## config.mk

```make
export PLATFORM = sky130hd
export DESIGN_NAME = touch_gesture_classifier_flat
export DESIGN_NICKNAME = d
export VERILOG_FILES = /design/src/rtl/tgc_pkg.sv /design/src/rtl/tgc_evt_if.sv /design/src/rtl/tgc_gst_if.sv /design/src/rtl/tgc_step.sv /design/src/rtl/touch_gesture_classifier.sv /design/src/flat_wrapper.sv
export SDC_FILE = /design/constraint.sdc
export NUM_CORES = 1
export LEC_CHECK = 0
export ABC_AREA = 0
export BUFFER_PORTS_ARGS = -buffer_cell sky130_fd_sc_hd__buf_2
export CORE_MARGIN = 8
export CORE_UTILIZATION = 59
export DETAILED_ROUTE_END_ITERATION = 16
export PLACE_DENSITY = 0.91
export REMOVE_ABC_BUFFERS = 1
export SYNTH_ARGS = -nofsm -noshare
export SYNTH_HDL_FRONTEND = slang
export SYNTH_HIERARCHICAL = 1
export SYNTH_SLANG_ARGS = --single-unit
```

## constraint.sdc

```tcl
create_clock -name i_clk -period 7 [get_ports i_clk]
set_clock_uncertainty 0.2 [all_clocks]
set_input_delay 0.7 -clock i_clk [delete_from_list [all_inputs] [get_ports i_clk]]
set_output_delay 0.7 -clock i_clk [all_outputs]
set_load 0.1 [all_outputs]
```

## src/rtl/tgc_pkg.sv

```systemverilog
`timescale 1ns / 1ps

package tgc_pkg;

    // Field widths of the event and gesture channels.
    localparam int unsigned TIME_W = 32;
    localparam int unsigned POS_W  = 16;
    localparam int unsigned MODE_W = 2;
    localparam int unsigned GEST_W = 3;
    localparam int unsigned TALLY_W = 2;

    // Event kinds on the input channel.
    localparam logic [MODE_W-1:0] MODE_TICK = 2'd0;
    localparam logic [MODE_W-1:0] MODE_DOWN = 2'd1;
    localparam logic [MODE_W-1:0] MODE_UP   = 2'd2;

    // Gesture codes on the output channel.
    localparam logic [GEST_W-1:0] G_SWIPE_START  = 3'd0;
    localparam logic [GEST_W-1:0] G_SWIPE_UPDATE = 3'd1;
    localparam logic [GEST_W-1:0] G_SWIPE_END    = 3'd2;
    localparam logic [GEST_W-1:0] G_SINGLE_TAP   = 3'd3;
    localparam logic [GEST_W-1:0] G_DOUBLE_TAP   = 3'd4;
    localparam logic [GEST_W-1:0] G_HELD_START   = 3'd5;
    localparam logic [GEST_W-1:0] G_HELD_END     = 3'd6;

    // Tap count values; the count saturates at the held-tap limit.
    localparam logic [TALLY_W-1:0] TALLY_NONE   = 2'd0;
    localparam logic [TALLY_W-1:0] TALLY_SINGLE = 2'd1;
    localparam logic [TALLY_W-1:0] TALLY_DOUBLE = 2'd2;
    localparam logic [TALLY_W-1:0] TALLY_LIMIT  = 2'd3;

    // Configuration register map.
    localparam int unsigned          APB_ADDR_W    = 3;
    localparam logic [TIME_W-1:0]    WINDOW_RESET  = 32'd100;

    // Classifier state carried from one event to the next.
    typedef struct packed {
        logic [TIME_W-1:0]  press_time;
        logic [TIME_W-1:0]  release_time;
        logic [TALLY_W-1:0] tap_tally;
        logic               finger_down;
        logic               swipe_active;
        logic               held_tap_active;
    } t_state;

    // Outcome of one event: whether a gesture is reported, and which.
    typedef struct packed {
        logic              emit;
        logic [GEST_W-1:0] gesture;
    } t_result;

endpackage

```

## src/rtl/tgc_evt_if.sv

```systemverilog
`timescale 1ns / 1ps

// Touch event channel: one request per tick, touch down or touch up.
interface tgc_evt_if;
    import tgc_pkg::*;

    logic              valid;
    logic              ready;
    logic [MODE_W-1:0] mode;
    logic [TIME_W-1:0] time_now;
    logic [POS_W-1:0]  x_pos;
    logic [POS_W-1:0]  y_pos;

    modport source (output valid, output mode, output time_now, output x_pos,
                    output y_pos, input ready);
    modport sink   (input valid, input mode, input time_now, input x_pos,
                    input y_pos, output ready);
endinterface

```

## src/rtl/tgc_gst_if.sv

```systemverilog
`timescale 1ns / 1ps

// Gesture channel: one request per reported gesture.
interface tgc_gst_if;
    import tgc_pkg::*;

    logic              valid;
    logic              ready;
    logic [GEST_W-1:0] gesture;
    logic [POS_W-1:0]  gesture_x;
    logic [POS_W-1:0]  gesture_y;

    modport source (output valid, output gesture, output gesture_x,
                    output gesture_y, input ready);
    modport sink   (input valid, input gesture, input gesture_x,
                    input gesture_y, output ready);
endinterface

```

## src/rtl/tgc_step.sv

```systemverilog
`timescale 1ns / 1ps

// Decision logic for one event: next classifier state and the gesture it
// reports, if any. Purely combinational.
module tgc_step (
    input  tgc_pkg::t_state                  i_state,
    input  logic [tgc_pkg::TIME_W-1:0]       i_window,
    input  logic [tgc_pkg::MODE_W-1:0]       i_mode,
    input  logic [tgc_pkg::TIME_W-1:0]       i_time_now,
    output tgc_pkg::t_state                  o_state,
    output tgc_pkg::t_result                 o_result
);
    import tgc_pkg::*;

    logic [TIME_W-1:0]  since_press;
    logic [TIME_W-1:0]  since_release;
    logic               press_late;
    logic               release_late;
    logic [TALLY_W-1:0] tally_up;
    logic               held_start;

    // Elapsed times wrap modulo 2^32.
    assign since_press   = i_time_now - i_state.press_time;
    assign since_release = i_time_now - i_state.release_time;
    assign press_late    = since_press > i_window;
    assign release_late  = since_release > i_window;

    // Tap count on a quick release, saturating at the limit.
    assign tally_up   = (i_state.tap_tally == TALLY_LIMIT) ? TALLY_LIMIT
                                                           : i_state.tap_tally + 2'd1;
    assign held_start = !press_late && (tally_up == TALLY_LIMIT)
                        && !i_state.held_tap_active;

    always_comb begin
        o_state          = i_state;
        o_result.emit    = 1'b0;
        o_result.gesture = G_SWIPE_START;
        unique case (i_mode)
            MODE_TICK: begin
                if (i_state.finger_down) begin
                    // A long press with no pending taps is a swipe.
                    if (press_late && (i_state.tap_tally == TALLY_NONE)) begin
                        o_result.emit = 1'b1;
                        if (!i_state.swipe_active) begin
                            o_state.swipe_active = 1'b1;
                            o_result.gesture     = G_SWIPE_START;
                        end else begin
                            o_result.gesture = G_SWIPE_UPDATE;
                        end
                    end
                end else if (release_late) begin
                    // Finger has stayed up long enough: report pending taps.
                    if (i_state.held_tap_active) begin
                        o_state.held_tap_active = 1'b0;
                        o_state.tap_tally       = TALLY_NONE;
                        o_result.emit           = 1'b1;
                        o_result.gesture        = G_HELD_END;
                    end else if (i_state.tap_tally != TALLY_NONE) begin
                        o_state.tap_tally = TALLY_NONE;
                        if (i_state.tap_tally == TALLY_SINGLE) begin
                            o_result.emit    = 1'b1;
                            o_result.gesture = G_SINGLE_TAP;
                        end else if (i_state.tap_tally == TALLY_DOUBLE) begin
                            o_result.emit    = 1'b1;
                            o_result.gesture = G_DOUBLE_TAP;
                        end
                    end
                end
            end
            MODE_DOWN: begin
                o_state.press_time  = i_time_now;
                o_state.finger_down = 1'b1;
            end
            MODE_UP: begin
                o_state.release_time = i_time_now;
                o_state.finger_down  = 1'b0;
                o_state.swipe_active = 1'b0;
                if (!press_late) begin
                    o_state.tap_tally = tally_up;
                end
                // A held tap start takes precedence over a swipe end.
                if (held_start) begin
                    o_state.held_tap_active = 1'b1;
                    o_result.emit           = 1'b1;
                    o_result.gesture        = G_HELD_START;
                end else if (i_state.swipe_active) begin
                    o_result.emit    = 1'b1;
                    o_result.gesture = G_SWIPE_END;
                end
            end
            default: begin
                // Unused event kind: no state change, no gesture.
            end
        endcase
    end

endmodule

```

## src/rtl/touch_gesture_classifier.sv

```systemverilog
`timescale 1ns / 1ps

// Touch gesture classifier. Takes a stream of tick, touch-down and touch-up
// events with timestamps and coordinates, and reports swipes, single and
// double taps, and held taps with the coordinates of the event that caused
// them. One event is accepted every cycle unless a waiting gesture stalls
// the pipeline; each passes an input register, the decision logic (two
// 32-bit timestamp subtractions and compares against tap_window), and an
// output register that offers the gesture. An event that reports nothing
// produces no output request. While a gesture waits to be taken, one more
// event can enter the input register, and the input stalls after that.
// tap_window (reset 100 ticks) sits at APB byte address 0 and should be
// written only while the block is idle.
module touch_gesture_classifier (
    input  logic                            i_clk,
    input  logic                            i_rst_n,
    tgc_evt_if.sink                         i_evt,
    tgc_gst_if.source                       o_gst,
    input  logic                            psel,
    input  logic                            penable,
    input  logic                            pwrite,
    input  logic [tgc_pkg::APB_ADDR_W-1:0]  paddr,
    input  logic [31:0]                     pwdata,
    output logic [31:0]                     prdata,
    output logic                            pready
);
    import tgc_pkg::*;

    logic [TIME_W-1:0] r_window;
    logic              window_sel;

    logic              r_s1_valid;
    logic [MODE_W-1:0] r_s1_mode;
    logic [TIME_W-1:0] r_s1_time;
    logic [POS_W-1:0]  r_s1_x;
    logic [POS_W-1:0]  r_s1_y;

    t_state            r_state;
    t_state            n_state;
    t_result           step_result;

    logic              r_out_valid;
    logic [GEST_W-1:0] r_out_gesture;
    logic [POS_W-1:0]  r_out_x;
    logic [POS_W-1:0]  r_out_y;

    logic              advance;
    logic              s1_fire;

    // Configuration register: only the word at address 0 is implemented.
    assign pready     = 1'b1;
    assign window_sel = (paddr[APB_ADDR_W-1] == 1'b0);
    assign prdata     = window_sel ? r_window : 32'd0;

    always_ff @(posedge i_clk) begin
        if (!i_rst_n) begin
            r_window <= WINDOW_RESET;
        end else if (psel && penable && pwrite && window_sel) begin
            r_window <= pwdata;
        end
    end

    // Pipeline moves whenever the output register is empty or being drained.
    assign advance     = !r_out_valid || o_gst.ready;
    assign s1_fire     = r_s1_valid && advance;
    assign i_evt.ready = !r_s1_valid || advance;

    // Input register.
    always_ff @(posedge i_clk) begin
        if (!i_rst_n) begin
            r_s1_valid <= 1'b0;
        end else if (i_evt.ready) begin
            r_s1_valid <= i_evt.valid;
        end
    end

    always_ff @(posedge i_clk) begin
        if (i_evt.ready && i_evt.valid) begin
            r_s1_mode <= i_evt.mode;
            r_s1_time <= i_evt.time_now;
            r_s1_x    <= i_evt.x_pos;
            r_s1_y    <= i_evt.y_pos;
        end
    end

    // Decision logic for the registered event.
    tgc_step u_step (
        .i_state    (r_state),
        .i_window   (r_window),
        .i_mode     (r_s1_mode),
        .i_time_now (r_s1_time),
        .o_state    (n_state),
        .o_result   (step_result)
    );

    // Classifier state commits as the event leaves the input register.
    always_ff @(posedge i_clk) begin
        if (!i_rst_n) begin
            r_state <= '0;
        end else if (s1_fire) begin
            r_state <= n_state;
        end
    end

    // Output register.
    always_ff @(posedge i_clk) begin
        if (!i_rst_n) begin
            r_out_valid <= 1'b0;
        end else if (advance) begin
            r_out_valid <= r_s1_valid && step_result.emit;
        end
    end

    always_ff @(posedge i_clk) begin
        if (s1_fire && step_result.emit) begin
            r_out_gesture <= step_result.gesture;
            r_out_x       <= r_s1_x;
            r_out_y       <= r_s1_y;
        end
    end

    assign o_gst.valid     = r_out_valid;
    assign o_gst.gesture   = r_out_gesture;
    assign o_gst.gesture_x = r_out_x;
    assign o_gst.gesture_y = r_out_y;

endmodule
```

## src/flat_wrapper.sv

```systemverilog
// flat-port wrapper written by rule: the top's interface ports become plain ports
module touch_gesture_classifier_flat import tgc_pkg::*;
  (i_clk, i_rst_n, psel, penable, pwrite, paddr, pwdata, prdata, pready, i_evt_valid, i_evt_mode, i_evt_time_now, i_evt_x_pos, i_evt_y_pos, i_evt_ready, o_gst_valid, o_gst_gesture, o_gst_gesture_x, o_gst_gesture_y, o_gst_ready);
  tgc_evt_if i_evt_i ();
  tgc_gst_if o_gst_i ();
  input  logic i_clk;
  input  logic i_rst_n;
  input  logic psel;
  input  logic penable;
  input  logic pwrite;
  input  logic [tgc_pkg::APB_ADDR_W-1:0] paddr;
  input  logic [31:0] pwdata;
  output logic [31:0] prdata;
  output logic pready;
  input wire logic [$bits(i_evt_i.valid)-1:0] i_evt_valid;
  input wire logic [$bits(i_evt_i.mode)-1:0] i_evt_mode;
  input wire logic [$bits(i_evt_i.time_now)-1:0] i_evt_time_now;
  input wire logic [$bits(i_evt_i.x_pos)-1:0] i_evt_x_pos;
  input wire logic [$bits(i_evt_i.y_pos)-1:0] i_evt_y_pos;
  output wire logic [$bits(i_evt_i.ready)-1:0] i_evt_ready;
  output wire logic [$bits(o_gst_i.valid)-1:0] o_gst_valid;
  output wire logic [$bits(o_gst_i.gesture)-1:0] o_gst_gesture;
  output wire logic [$bits(o_gst_i.gesture_x)-1:0] o_gst_gesture_x;
  output wire logic [$bits(o_gst_i.gesture_y)-1:0] o_gst_gesture_y;
  input wire logic [$bits(o_gst_i.ready)-1:0] o_gst_ready;
  assign i_evt_i.valid = i_evt_valid;
  assign i_evt_i.mode = i_evt_mode;
  assign i_evt_i.time_now = i_evt_time_now;
  assign i_evt_i.x_pos = i_evt_x_pos;
  assign i_evt_i.y_pos = i_evt_y_pos;
  assign i_evt_ready = i_evt_i.ready;
  assign o_gst_valid = o_gst_i.valid;
  assign o_gst_gesture = o_gst_i.gesture;
  assign o_gst_gesture_x = o_gst_i.gesture_x;
  assign o_gst_gesture_y = o_gst_i.gesture_y;
  assign o_gst_i.ready = o_gst_ready;
  touch_gesture_classifier u_core (.i_clk(i_clk), .i_rst_n(i_rst_n), .i_evt(i_evt_i), .o_gst(o_gst_i), .psel(psel), .penable(penable), .pwrite(pwrite), .paddr(paddr), .pwdata(pwdata), .prdata(prdata), .pready(pready));
endmodule
```

; Yosys cells after proc, flatten, opt, wreduce, memory -nomap -nowiden
; Cells that the tools add are included.
[word_totals]
out_inout_bits = 70
regBits = 204
[op_classes]
bitwise = 1
magnitude_cmp = 2
reduce_logical = 27
n_eq_ne = 13
n_mux = 26
n_addsub = 3
[ops]
columns = op, count
row1 = 32-bit > comparator, 2
row2 = 32-bit subtractor, 2
row3 = 4-bit 2-to-1 mux, 9
row4 = 32-bit 2-to-1 mux, 1
row5 = 2-bit 2-to-1 mux, 6
row6 = 1-bit logical AND, 10
row7 = "2-bit inequality test, second input constant", 5
row8 = "2-bit equality test, second input constant", 4
row9 = 2-bit case mux with 2 select lines, 2
row10 = 4-bit case mux with 2 select lines, 1
row11 = 1-bit 2-to-1 mux, 6
row12 = 2-bit AND reduction, 3
row13 = 6-bit AND reduction, 1
row14 = 2-bit nonzero test, 3
row15 = 5-bit AND reduction, 1
row16 = "2-bit by 1-bit equality test with 1-bit output, second input constant", 2
row17 = 1-bit logical NOT, 4
row18 = 2-bit logical NOT, 2
row19 = 4-bit AND reduction, 1
row20 = "3-bit by 2-bit inequality test with 1-bit output, second input constant", 1
row21 = "2-bit by 1-bit adder with 2-bit output, second input constant", 1
row22 = 1-bit logical OR, 2
row23 = "2-bit by 1-bit inequality test with 1-bit output, second input constant", 1
row24 = 1-bit case mux with 2 select lines, 1
row25 = 1-bit inverter, 1

; Logic depth before layout (Yosys ltp)
; Gate-level depths: netlist (run 1).
[logic_depth]
depth_word = 9
mapped_depth = 23
depth_no_buf = 23

; Hierarchy
; The synthesis (run 1) kept the hierarchy.
[modules_own_cells]
columns = module, instances, cells_per_inst, area_per_inst_um2, seq_area_each_um2
row1 = touch_gesture_classifier, 1, 587, 7344.5, 5094.9
row2 = tgc_step, 1, 892, 5913.2, 0.0

; Worst setup path before layout (run 1)
; Ideal clock, no wire load.
[synth_path]
kind = register -> register
startpoint = reg u_core.r_s1_time[14]
endpoint = reg u_core.r_out_gesture[0] (netlist: u_core/o_gst.gesture[0]), enable pin
setup_slack_ps = 975
setup_ps = 395
period_less_slack_ps = 6025
path_stages_with_launch = 19
arrival_ps = 5429
path_cell_list = edfxtp_1 -> ha_1 -> a21o_1 -> a21o_1 -> a2111oi_4 -> nor3_2 -> a2111oi_2 -> nor2_1 -> a221oi_2 -> xnor2_1 -> ha_1 -> nand4_1 -> or2_4 -> or3_4 -> or2_0 -> o311a_2 -> or4b_4 -> o2111ai_1 -> and2_1
[synth_lines]
columns = element, line_no
row1 = start: declaration, touch_gesture_classifier.sv:34  ; logic [TIME_W-1:0] r_s1_time;
row2 = start signal: assignment, touch_gesture_classifier.sv:80  ; r_s1_time <= i_evt.time_now;
row3 = end signal: assignment, touch_gesture_classifier.sv:116  ; r_out_gesture <= step_result.gesture;
row4 = end: declaration, touch_gesture_classifier.sv:43  ; logic [GEST_W-1:0] r_out_gesture;

==> impl_metrics.py, run 1 <==
metrics = {
    "outcome": {
        "status": "complete, no violations",
    },
    "yosys": {
        "synth_cell_type_count": 77,
        "synthCells": 1479,
        "ys_seq_elements": 204,
        "synth_commonest_cells": "276 x nand2_1, 133 x ha_1, 121 x o21ai_0",
        "avgSynthCellArea_um2": 8.96,
        "synth_warnings": 6,
        "synth_top_area_share_pct": 22.9,
        "yosysSeqAreaShare_pct": 38.4,
        "synth_async_sr_flop_share_pct": 0,
        "synthTopCellsByArea": "edfxtp_1 23%, dfxtp_1 16%, ha_1 13%",
        "yosysMostFrequentCell": "nand2_1",
        "syn-cell-area_mm2": 0.0133,
        "synth_edf_count": 101,
        "synth_top_area_cell": "edfxtp_1",
        "yosys_most_used_dff": "dfxtp_1",
    },
    "critical_path": {
        "cp_cell_sequence": "inv_1, ha_1, inv_1, fa_1, a211oi_1, o21ai_0, a221oi_1, o21ai_1, a31oi_1, o21ai_2, mux2i_1, a2111oi_0, ha_1, nand4_1, or2_2, nor3_1, nand2_1, a2bb2oi_1, buf_4, o2111ai_1, and2_1, buf_4",
        "crit_slowest_cell": "a2111oi_0",
        "endpoint_kind": "flop",
        "critPathMaxFanout": 35,
        "path_class": "reg2reg",
        "cp_data_required_time_ps": 6960,
        "reg2reg_depth": 22,
        "cp-start-kind": "flop",
        "arrival_ps": 6500,
        "slowest_delay_ps": 690,
    },
    "die": {
        "rows": 55,
        "die_h_um": 166,
        "boundaryPins": 178,
        "dieWidth_um": 166,
        "core_region_area_mm2": 0.0224,
        "start_util_pct": 59.3,
        "dieArea_mm2": 0.0275,
    },
    "clocking": {
        "clockBufferDepth": 3,
        "cts-buffers-inserted": 22,
        "cts_resized": 0,
        "worstSkewPairLatency_ps": 520,
        "cts_tree": "built",
        "ctsHoldBuffers": 0,
        "cts_root_buffer": "clkbuf_16",
        "path_clk_slew_ps": 60,
        "numClockSinks": 204,
        "cts_htree_levels": 1,
        "cts_setup_buffers": 0,
    },
    "hold_path": {
        "hp-class": "in2reg",
        "min_path_cells": 1,
    },
    "cells_and_area": {
        "drive_gt1_share_pct": 15.0,
        "area_growth_pct": 12.3,
        "nets": 1864,
        "instances_no_fill": 1924,
    },
    "global_routing": {
        "grt_usage_pct": 23.0,
        "gr-total-overflow": 0,
        "busiest_layer": "met2",
        "met1_usage_pct": 25.7,
        "grt.met3_usage_pct": 2.78,
        "grt_antenna_before_repair": 2,
        "grt_max_degree": 104,
        "use_met2_pct": 42.2,
        "grt_pass1_wl_mm": 53.1,
        "grt_pass1_vias": 11100,
    },
    "pwr": {
        "power_density_mw_per_mm2": 223,
        "p_switching_w": 0.00100,
        "clockPowerShare_pct": 34.9,
        "seq_power_share_pct": 40.4,
        "p_int_w": 0.00232,
        "power_w": 0.00332,
        "combPwrFrac_pct": 24.7,
        "sw_frac_of_total_pct": 30.1,
        "p_leak_nw": 5.96,
        "vdd_drop_max_mv": 0.204,
    },
    "detailed_routing": {
        "drc": 0,
        "post_drt_wl_per_cell_um": 17.4,
        "first_pass_iters": 6,
        "via_per_inst": 5.86,
        "vias": 11300,
        "routed_wl_mm": 33.4,
        "ant_nets": 0,
        "dr.first_iter.drc_count": 909,
    },
    "run": {
        "timing.max_cap.violations": 0,
    },
    "sta": {
        "slew_headroom_pct": 34.4,
        "hold_ws_ps": 149,
        "fmax_mhz": 153,
        "finalMaxSlewViolations": 0,
        "setup_viol": 0,
        "fin_crit_ps": 6540,
        "rsz0062_at_grt": "no",
        "fin_crit_sh_pct": 93.4,
        "max_slew.worst_pin.slew_ps": 985,
        "finalHoldViolCount": 0,
        "setup-tns-final_ps": 0,
    },
    "placement": {
        "gp_congestion": 0.956,
        "dpl.hpwl_mm": 24.5,
        "io_buffers": 174,
        "dp.cells": 1882,
    },
}
## placed cells by master (no fill, tap or decap), types with 6 or more instances in the layout
| cell type | count |
|---|---|
| a31oi_1 | 8 |
| o211ai_1 | 6 |
| clkbuf_1 | 6 |
| buf_4 | 8 |
| nor3_1 | 18 |
| a21o_1 | 51 |
| clkbuf_16 | 22 |
| nand2_1 | 276 |
| and3_1 | 7 |
| nand3_1 | 49 |
| mux2i_1 | 73 |
| xor2_1 | 22 |
| xnor2_1 | 34 |
| o21a_1 | 12 |
| buf_2 | 173 |
| a21oi_1 | 76 |
| dfxtp_1 | 103 |
| ha_1 | 131 |
| nor2_1 | 50 |
| edfxtp_1 | 101 |
| o21ai_0 | 121 |
| inv_1 | 107 |
| a211oi_1 | 7 |
| nor2b_1 | 47 |
| nand4_1 | 16 |
| nand2b_1 | 10 |
## worst max-delay path, delay by kind of cell, from the launching register on
family,cells,cell delay [ps]
adders and majority gates,3,830
and+or+nand+nor,5,950
muxes,1,140
buffers and inverters,4,740
AOI/OAI and AO/OA,9,2890
DFF,1,420
## flip-flops by register name, indices dropped and copies added (netlist names), 3 cells and up
signal                  cells
u_core/r_state             69
u_core/r_s1_time           32
u_core/o_gst.gesture_x     16
u_core/r_s1_y              16
u_core/r_s1_x              16
u_core/o_gst.gesture        3
u_core/o_gst.gesture_y     16
u_core/r_window            32
## final cells by class
class / instances / area [um^2]
fill: 1706 / 7480
tap: 285 / 357
timing repair buffer: 182 / 937
clock inverter: 10 / 120
multi-input combinational: 1104 / 7370
antenna: 2 / 5.00
clock buffer: 30 / 601
inverter: 107 / 402
sequential: 204 / 5090
## layer usage
layer,wire length (um),part of all wire (%),vias up
li1,-,-,5476
met1,13100,39,5270
met5,0,0,-
met3,1740,5.2,118
met2,16700,50,412
met4,1850,5.5,0
## worst paths after layout
path	end	start	slack [ps]
setup / recovery	u_core/o_gst.gesture_y[5]	u_core/r_s1_time[0]	460
hold / removal	u_core/r_s1_x[13]	i_evt_x_pos[13]	150
setup reg to reg	u_core/o_gst.gesture_y[5]	u_core/r_s1_time[0]	460
hold reg to reg	u_core/o_gst.gesture_y[5]	u_core/r_s1_y[5]	220
## logic make-up after synthesis
family	synth area share [%]
AND/OR/NAND/NOR	17.5
AO/OA/AOI/OAI	15.5
flip-flops	38.4
buffers and inverters	6.02
adder cells (fa/ha/maj)	12.9
multiplexers	5.94
XOR/XNOR	3.70
other	0.0283
## per-stage QoR
stage,instance area (um^2),setup slack (ps),util [%]
6_report,14900,459,66.6
5_1_grt,14900,120,66.6
4_1_cts,14900,591,66.5
3_5_place_dp,14200,650,63.3
3_3_place_gp,14200,830,63.3
2_1_floorplan,12900,975,-
## power groups by stage
stage	Combinational (W)	Clock (W)	Sequential, W
floorplan	0.000583	0	0.00136
global placement	0.000759	0	0.00136
detailed placement	0.000795	0	0.00136
CTS	0.000804	0.00118	0.00134
global route	0.000904	0.00122	0.00135
finish	0.000820	0.00116	0.00134
(Power assumes the default switching activity.)
==> run 2, diff against run 1 <==
--- a/config.mk
+++ b/config.mk
@@ -6,9 +6,10 @@
 export NUM_CORES = 1
 export LEC_CHECK = 0
 export ABC_AREA = 0
-export BUFFER_PORTS_ARGS = -buffer_cell sky130_fd_sc_hd__buf_2
+export BUFFER_PORTS_ARGS = -buffer_cell sky130_fd_sc_hd__buf_4
 export CORE_MARGIN = 8
 export CORE_UTILIZATION = 59
+export CTS_BUF_LIST = sky130_fd_sc_hd__clkbuf_16
 export DETAILED_ROUTE_END_ITERATION = 16
 export PLACE_DENSITY = 0.91
 export REMOVE_ABC_BUFFERS = 1
==> run 2 against run 1 <==
Worst setup slack improved by 96 ps. Final cell count did not move. Die area did not move. Largest cell class unchanged. Largest power group unchanged.
==> impl_metrics.py, run 2 (synthesized netlist as in run 1, its figures left out) <==
metrics = {
    "critical_path": {
        "path_class": "reg2reg",
        "endpoint_kind": "flop",
        "slowest_delay_ps": 560,
        "cp_data_required_time_ps": 6950,
        "cp.depth": 22,
        "crit_buf_inv": 4,
        "crit_slowest_cell": "a2111oi_0",
        "critPathMaxFanout": 35,
        "arrival_ps": 6400,
        "cp-start-kind": "flop",
        "rr_endpoint": "u_core/o_gst.gesture_x[7]",
        "critPathTopFamily": "compound AO/OA/AOI/OAI gates",
        "cp_cell_sequence": "inv_1, ha_1, inv_1, fa_1, a211oi_1, o21ai_0, a221oi_1, o21ai_1, a31oi_1, o21ai_2, mux2i_1, a2111oi_0, ha_1, nand4_1, or2_2, nor3_1, nand2_1, a2bb2oi_1, buf_4, o2111ai_1, and2_1, buf_4",
        "reg2reg_from": "u_core/r_s1_time[0]",
        "reg2reg_depth": 22,
        "worst-r2r-setup-slack_ps": 550,
    },
    "cells_and_area": {
        "register_area_mm2": 0.00509,
        "regMostFlops": "u_core/r_state",
        "antenna_cells": 0,
        "largest_reg_flops": 69,
        "nets": 1865,
        "drive_gt1_share_pct": 14.8,
        "largestRegisters": "u_core/r_state (69), u_core/r_s1_time (32), u_core/r_window (32)",
        "multiInputGateArea_mm2": 0.00737,
        "final_common_cell": "nand2_1",
        "postLayoutCoreUtil_pct": 68.3,
        "fillers": 1658,
        "area_growth_pct": 15.1,
        "final_cell_mix": "276 x nand2_1, 181 x buf_4, 131 x ha_1, 121 x o21ai_0, 112 x inv_1",
        "design_area_mm2": 0.0153,
    },
    "detailed_routing": {
        "ant_nets": 0,
        "first_pass_iters": 6,
        "post_drt_wl_per_cell_um": 17.7,
        "dr.first_iter.drc_count": 687,
        "via_per_inst": 5.90,
        "routed_wl_mm": 34.0,
        "drc": 0,
        "vias": 11400,
    },
    "global_routing": {
        "grt_usage_pct": 23.7,
        "grt_max_degree": 104,
        "grt_pass1_vias": 11100,
        "gr-total-overflow": 0,
        "grt_pass1_wl_mm": 54.5,
        "grt_antenna_before_repair": 0,
    },
    "die": {
        "core_region_area_mm2": 0.0224,
        "rows": 55,
        "boundaryPins": 178,
        "dieArea_mm2": 0.0275,
        "start_util_pct": 59.3,
        "die_h_um": 166,
        "dieWidth_um": 166,
    },
    "sta": {
        "setup-tns-final_ps": 0,
        "max_slew.worst_pin.slew_ps": 989,
        "finalHoldViolCount": 0,
        "rsz0062_at_grt": "no",
        "fin_crit_sh_pct": 92.1,
        "fmax_mhz": 155,
        "fin_crit_ps": 6450,
        "slew_headroom_pct": 34.1,
        "finalMaxSlewViolations": 0,
        "setup_viol": 0,
    },
    "clocking": {
        "cts_tree": "built",
        "numClockSinks": 204,
        "cts_root_buffer": "clkbuf_16",
        "worstSkewPairLatency_ps": 520,
        "cts_resized": 0,
        "path_clk_slew_ps": 60,
        "cts_setup_buffers": 0,
        "clockBufferDepth": 3,
        "cts-buffers-inserted": 23,
        "ctsHoldBuffers": 0,
        "cts_htree_levels": 1,
    },
    "hold_path": {
        "hold_path.startpoint": "i_evt_x_pos[13]",
        "min_path_cells": 1,
        "hp-class": "in2reg",
        "min_to": "u_core/r_s1_x[13]",
    },
    "outcome": {
        "status": "complete, no violations",
    },
    "run": {
        "timing.max_cap.violations": 0,
    },
    "placement": {
        "io_buffers": 174,
        "placed_area_mm2": 0.0146,
        "dpl.hpwl_mm": 24.9,
        "gp_congestion": 0.952,
    },
    "pwr": {
        "p_leak_nw": 6.07,
        "vdd_drop_max_mv": 0.180,
        "power_density_mw_per_mm2": 213,
    },
}
run 2: power by group:
group	internal [W]	switching (W)	leakage, nW
logic	0.000351	0.000485	3.93
registers	0.00131	0.0000341	1.80
clock network	0.000599	0.000476	0.352
run 2: how the worst max path moves through the flow:
stage / start / to / slack, ps
after floorplan: u_core/r_s1_time[14] / u_core/o_gst.gesture[0] / 980
after global placement: u_core/r_s1_time[0] / u_core/o_gst.gesture_x[4] / 820
after detailed placement: u_core/r_s1_time[0] / u_core/o_gst.gesture_y[3] / 670
after CTS: u_core/r_s1_time[0] / u_core/o_gst.gesture_x[7] / 620
after global routing: u_core/r_s1_time[0] / u_core/o_gst.gesture_x[7] / 50
final: u_core/r_s1_time[0] / u_core/o_gst.gesture_x[7] / 550
run 2: layout make-up:
cell class	count	area share (%)
clock buffer	23	3.77
clock inverter	19	0.623
inverter	107	2.63
multi-input combinational	1104	48.3
sequential	204	33.4
tap	285	2.34
timing repair buffer	182	8.97
run 2: layer usage:
layer	vias up	wire (um)	global-route usage (%)	share of wire, %
met5	-	0	0	0
met4	0	1720	12.5	5.1
met3	116	1830	3.59	5.4
met2	409	17200	43.2	51
met1	5359	13200	26.4	39
li1	5472	-	-	-
run 2: per-stage QoR:
| step | setup WS (ps) | std cells | hold WS (ps) | power (W) |
|---|---|---|---|---|
| CTS | 618 | 1924 | 140 | 0.00326 |
| detailed placement | 670 | 1882 | 205 | 0.00218 |
| global placement | 817 | 1882 | 200 | 0.00214 |
| floorplan | 975 | 1415 | 200 | 0.00194 |
| global route | 53.6 | 1924 | 136 | 0.00341 |
| finish | 554 | 1924 | 156 | 0.00325 |
run 2: worst reg2reg max path: cells and delay by family (launching register included):
family,cells,cell delay [ps]
adder cells (fa/ha/maj),3,840
multiplexers,1,140
flip-flops,1,410
AO/OA/AOI/OAI,9,2710
buffers and inverters,4,750
AND/OR/NAND/NOR,5,1000
